$ cat src/credential_cache_ttl_evict_assert.svh
// Assertion helpers for the credential cache.
// Both need clk in the using module; the first also needs arst_n.
`ifndef CREDENTIAL_CACHE_TTL_EVICT_ASSERT_SVH
`define CREDENTIAL_CACHE_TTL_EVICT_ASSERT_SVH

// checked only out of reset
`define CCTE_ASSERT(lbl, prop, msg) \
	lbl: assert property (@(posedge clk) disable iff (!arst_n) prop) else $error(msg);

// checked on every edge, reset included
`define CCTE_ASSERT_ALWAYS(lbl, prop, msg) \
	lbl: assert property (@(posedge clk) prop) else $error(msg);

`endif

$ cat src/ccte_pkg.sv
`default_nettype none

package ccte_pkg;

	localparam int DIG_W  = 64;
	localparam int TIME_W = 32;
	localparam int SLOT_W = 7;

	localparam logic [TIME_W-1:0] DEFAULT_LIFETIME = 32'd86400;

	localparam logic KIND_LOOKUP = 1'b0;
	localparam logic KIND_CLEAR  = 1'b1;

	localparam logic [1:0] ST_HIT_VALID     = 2'd0;
	localparam logic [1:0] ST_HIT_EXPIRED   = 2'd1;
	localparam logic [1:0] ST_MISS_INSERTED = 2'd2;
	localparam logic [1:0] ST_CLEARED       = 2'd3;

	typedef struct packed {
		logic              kind;
		logic [DIG_W-1:0]  digest_high;
		logic [DIG_W-1:0]  digest_low;
		logic [TIME_W-1:0] now_seconds;
		logic [SLOT_W-1:0] clear_slot;
	} req_t;

	typedef struct packed {
		logic [1:0]        status;
		logic [SLOT_W-1:0] slot_index;
	} rsp_t;

	// controller -> datapath
	typedef struct packed {
		logic load;      // capture the input word, restart the scan
		logic issue;     // read the slot at the scan index
		logic scan_rst;  // restart the scan for the earliest expiry
		logic track;     // follow the earliest expiry on read data
		logic wr_ins;    // write the new entry
		logic wr_clr;    // zero the selected slot
		logic res_hit;
		logic res_ins;
		logic res_clr;
	} cmd_t;

	// datapath -> controller
	typedef struct packed {
		logic match;  // read data matches the digest
		logic more;   // slots left to read below the fill count
		logic pend;   // a read is in flight
		logic full;
	} sts_t;

endpackage

`default_nettype wire

$ cat src/ccte_ctrl.sv
`default_nettype none

module ccte_ctrl (
	input  wire logic            clk,
	input  wire logic            arst_n,
	input  wire logic            start,
	input  wire logic            kind,
	input  wire ccte_pkg::sts_t  sts,
	output logic                 busy,
	output ccte_pkg::cmd_t       cmd
);

	localparam logic [1:0] S_IDLE  = 2'd0;
	localparam logic [1:0] S_CLEAR = 2'd1;
	localparam logic [1:0] S_MSCAN = 2'd2;
	localparam logic [1:0] S_ESCAN = 2'd3;

	logic [1:0] state_q;
	logic [1:0] state_nxt;

	assign busy = (state_q != S_IDLE);

	always_comb begin
		cmd       = '0;
		state_nxt = state_q;
		case (state_q)
			S_IDLE: begin
				if (start) begin
					cmd.load  = 1'b1;
					state_nxt = (kind == ccte_pkg::KIND_CLEAR) ? S_CLEAR : S_MSCAN;
				end
			end
			S_CLEAR: begin
				cmd.wr_clr = 1'b1;
				cmd.res_clr = 1'b1;
				state_nxt = S_IDLE;
			end
			S_MSCAN: begin
				cmd.issue = sts.more;
				if (sts.match) begin
					cmd.res_hit = 1'b1;
					state_nxt = S_IDLE;
				end else if (!sts.more && !sts.pend) begin
					if (sts.full) begin
						cmd.issue    = 1'b0;
						cmd.scan_rst = 1'b1;
						state_nxt    = S_ESCAN;
					end else begin
						cmd.wr_ins  = 1'b1;
						cmd.res_ins = 1'b1;
						state_nxt   = S_IDLE;
					end
				end
			end
			S_ESCAN: begin
				// full cache: fill count equals capacity, so the scan covers all slots
				cmd.track = 1'b1;
				cmd.issue = sts.more;
				if (!sts.more && !sts.pend) begin
					cmd.wr_ins  = 1'b1;
					cmd.res_ins = 1'b1;
					state_nxt   = S_IDLE;
				end
			end
			default: begin
				state_nxt = S_IDLE;
			end
		endcase
	end

	always_ff @(posedge clk or negedge arst_n) begin
		if (!arst_n) begin
			state_q <= S_IDLE;
		end else begin
			state_q <= state_nxt;
		end
	end

endmodule

`default_nettype wire
$ cat config.mk
export PLATFORM = sky130hd
export DESIGN_NAME = ccte_ctrl
export DESIGN_NICKNAME = d
export VERILOG_FILES = /design/src/credential_cache_ttl_evict_assert.svh /design/src/ccte_pkg.sv /design/src/ccte_ctrl.sv
export SDC_FILE = /design/constraint.sdc
export NUM_CORES = 1
export LEC_CHECK = 0
export ABC_CLOCK_PERIOD_IN_PS = 1040
export BUFFER_PORTS_ARGS = -buffer_cell sky130_fd_sc_hd__buf_2
export CORE_AREA = 2 2 39 41
export CTS_BUF_LIST = sky130_fd_sc_hd__clkbuf_2 sky130_fd_sc_hd__clkbuf_4 sky130_fd_sc_hd__clkbuf_8
export DETAILED_ROUTE_END_ITERATION = 8
export DIE_AREA = 0 0 41 43
export PLACE_DENSITY = 0.39
export SYNTH_ARGS = -nofsm -noshare
export SYNTH_HDL_FRONTEND = slang
export SYNTH_SLANG_ARGS = --single-unit
export TNS_END_PERCENT = 1
$ cat constraint.sdc
create_clock -name clk -period 1.04 [get_ports clk]
set_input_delay 0.052 -clock clk [delete_from_list [all_inputs] [get_ports clk]]
set_output_delay 0.052 -clock clk [all_outputs]
set_load 0.1 [all_outputs]
==> impl_metrics.csv <==
group,metric,value,unit
clock_network,cts.sink_count,2,
setup_path,startpoint_type,"flop",
route,drt_iter0_markers,4,
synthesis,avgSynthCellArea,8.27,sq um
cells_and_area,regMostFlops,"state_q",
cells_and_area,largest_register_ffs,2,
status,run_status,"finished, violations left",
clock_network,clk_pin_slew,30,ps
clock_network,clockBufferDepth,2,
power,power.density,2020,nW/um^2
sta,tightest_slew,270,ps
setup_path,crit_path_start,"state_q[1]$_DFFE_PN0P_",
min_path,min_to,"state_q[1]$_DFFE_PN0P_",
power,ir_worst_vdd,1.12,mV
route,drtPass1Iterations,2,
sta,slew_violations,0,
synthesis,synthArstFlopShare,1.00,
setup_path,path_class,"reg -> out",
synthesis,ys_seq_area_frac,0.263,
route,wl_met3,66,microns
setup_path,cpMaxStageDelayCell,"dfrtp_2",
placed_design,place_inst,58,
clock_network,clockRootBuffer,"clkbuf_4",
sta,period_needed,1300,ps
route,wl_met2,261,microns
setup_path,cp_data_required_time,990,ps
sta,fin_crit_sh,1.25,
setup_path,crit_fanout,7,
cells_and_area,largestRegisters,"state_q (2)",
grt,grt_pass1_vias,204,
die,die_y,43,microns
sta,fin_ws,-258,ps
placed_design,portBuffers,17,
power,p_switching,558,uW
route,wl_per_cell,9.20,microns
die,initial_core_util,0.137,
setup_path,rr_worst_depth,4,
placed_design,place_congestion,0.627,
die,ios,18,
cells_and_area,nets,57,
grt,grt_use_total,0.0822,
power,pwr-share-clk,0.194,
die,die-width,41,microns
sta,rsz0062_at_grt,"true",
sta,fin_worst_skew,6.45,ps
clock_network,clock_latency,230,ps
synthesis,yosysWarnings,0,
cells_and_area,diodes,0,
setup_path,cp_data_arrival_time,1250,ps
clock_network,cts_htree_levels,1,
flow_run,maxCapViolCount,0,
min_path,min_path_type,"in -> reg",
route,drc_errors,0,
status,violations,"setup timing",
setup_path,rrSetupSlack,-60,ps
synthesis,synth_edf_count,0,
setup_path,max_stage_delay,430,ps
synthesis,synth.net_count,31,
synthesis,ys_ff_latch,2,
setup_path,end_kind,"primary output",
power,combinationalPowerShare,0.699,
synthesis,ys.flop_type,"dfrtp_1",
die,row_count,14,
synthesis,netlist_area,190,sq um
cells_and_area,fin_area,556,sq um
setup_path,r2r_end,"state_q[0]$_DFFE_PN0P_",
grt,grt_max_degree,8,
clock_network,numCtsBuffers,3,
power,power_frac_seq,0.108,
die,die_area,1760,sq um
sta,slew_headroom,0.819,
route,vias,252,
synthesis,synthDistinctLibCells,17,
power,intPower,566,uW
synthesis,syn_inst,23,
setup_path,path_cells,"or2_4, nor2_4, buf_12",
grt,grt_pass1_wl,931,microns
cells_and_area,drive_above_1_share,0.771,
power,p_sw_frac,0.496,
route,finalWirelength,589,microns
grt,antenna_found_initial,0,
grt,gr-total-overflow,0,
cells_and_area,layout.cells.non_filler,64,
route,via_per_inst,3.94,
route,postRouteAntennaNets,0,
placed_design,placed_area,490,sq um
sta,hold_viol_final,0,
sta,finalSetupViolations,11,
route,top_layer,"met3",
min_path,hold_start,"kind",
clock_network,cts_tree,"yes",
setup_path,r2r-start,"state_q[1]$_DFFE_PN0P_",
power,p_leak,0.244,nW
min_path,hold_depth,2,
cells_and_area,area_growth,192,%
die,core,1380,sq um
sta,fmax,0.770,GHz
route,drt-met1-wl,262,microns
per-stage QoR:
| stage | worst slack (ps) | total power, mW | hold WS, ps | util | TNS (ps) |
|---|---|---|---|---|---|
| 2_1_floorplan | -619 | 0.601 | -244 | - | -3140 |
| 3_3_place_gp | -33.0 | 0.881 | -157 | 0.354 | -73.7 |
| 3_5_place_dp | -19.6 | 0.878 | -157 | 0.354 | -68.6 |
| 4_1_cts | -279 | 1.11 | 30.5 | 0.383 | -2100 |
| 5_1_grt | -312 | 1.18 | 25.0 | 0.401 | -2470 |
| 6_report | -258 | 1.12 | 41.1 | 0.401 | -1860 |
cell usage after synthesis, types with 2 or more instances:
library cell	n	area, sq um
buf_4	2	15.0
inv_1	2	7.51
nor2_1	4	15.0
dfrtp_1	2	50.1
cell families after synthesis:
kind of cell	synth area share
and+or+nand+nor	0.421
buffers and inverters	0.164
DFF	0.263
AOI/OAI and AO/OA	0.151
metal layers:
layer	vias up	global-route usage
li1	127	-
met1	110	0.112
met2	15	0.0875
met3	0	0.0524
met4	0	0.0600
met5	-	0
final cells by class:
cell class | instances | area, sq um
repair buffers | 23 | 283
well taps | 16 | 20.0
clock buffers | 4 | 30.0
fillers | 130 | 828
inverters | 3 | 16.3
multi-input cells | 16 | 154
flip-flops and latches | 2 | 52.6
critical path: cells and delay by family (launching register included):
family                 cells  cell delay [ps]
buffers and inverters      1              180
flip-flops                 1              430
AND/OR/NAND/NOR            2              400
power groups by stage:
stage               registers (mW)  logic (mW)  clock network (mW)
finish                       0.121       0.786               0.218
global route                 0.127       0.810               0.240
CTS                          0.119       0.764               0.231
detailed placement           0.120       0.759                   0
global placement             0.119       0.762                   0
floorplan                    0.118       0.484                   0
how the worst max path moves through the flow:
| stage | end | cells past startpoint | slack (ps) |
|---|---|---|---|
| floorplan | cmd[4] | 3 | -620 |
| global placement | cmd[8] | 3 | -30 |
| detailed placement | cmd[8] | 3 | -20 |
| CTS | cmd[8] | 3 | -280 |
| global route | cmd[8] | 3 | -310 |
| finish | cmd[8] | 3 | -260 |
cell usage in the layout, fill, tap and decap left out:
master,count
clkbuf_4,4
buf_4,5
and2_2,1
and2_1,1
and3_1,1
or2_1,1
inv_1,2
dlygate4sd3_1,1
nor3b_4,1
buf_12,10
or2_4,1
o32ai_1,1
a21oi_1,1
buf_2,7
nor2_1,1
dfrtp_2,2
a221o_1,1
nand4bb_4,1
clkinv_4,1
nor2_4,3
o21ai_0,1
nor2_2,1
what timing repair did:
action / CTS / global route
gates resized for setup: 0 / 2
pin swaps: 1 / 0
cloned: 0 / 0
hold endpoints to repair: 2 / 0
setup buffers: 0 / 1
hold buffers: 1 / 0
endpoints found under the setup margin: 11 / 12
(Power assumes the default switching activity.)
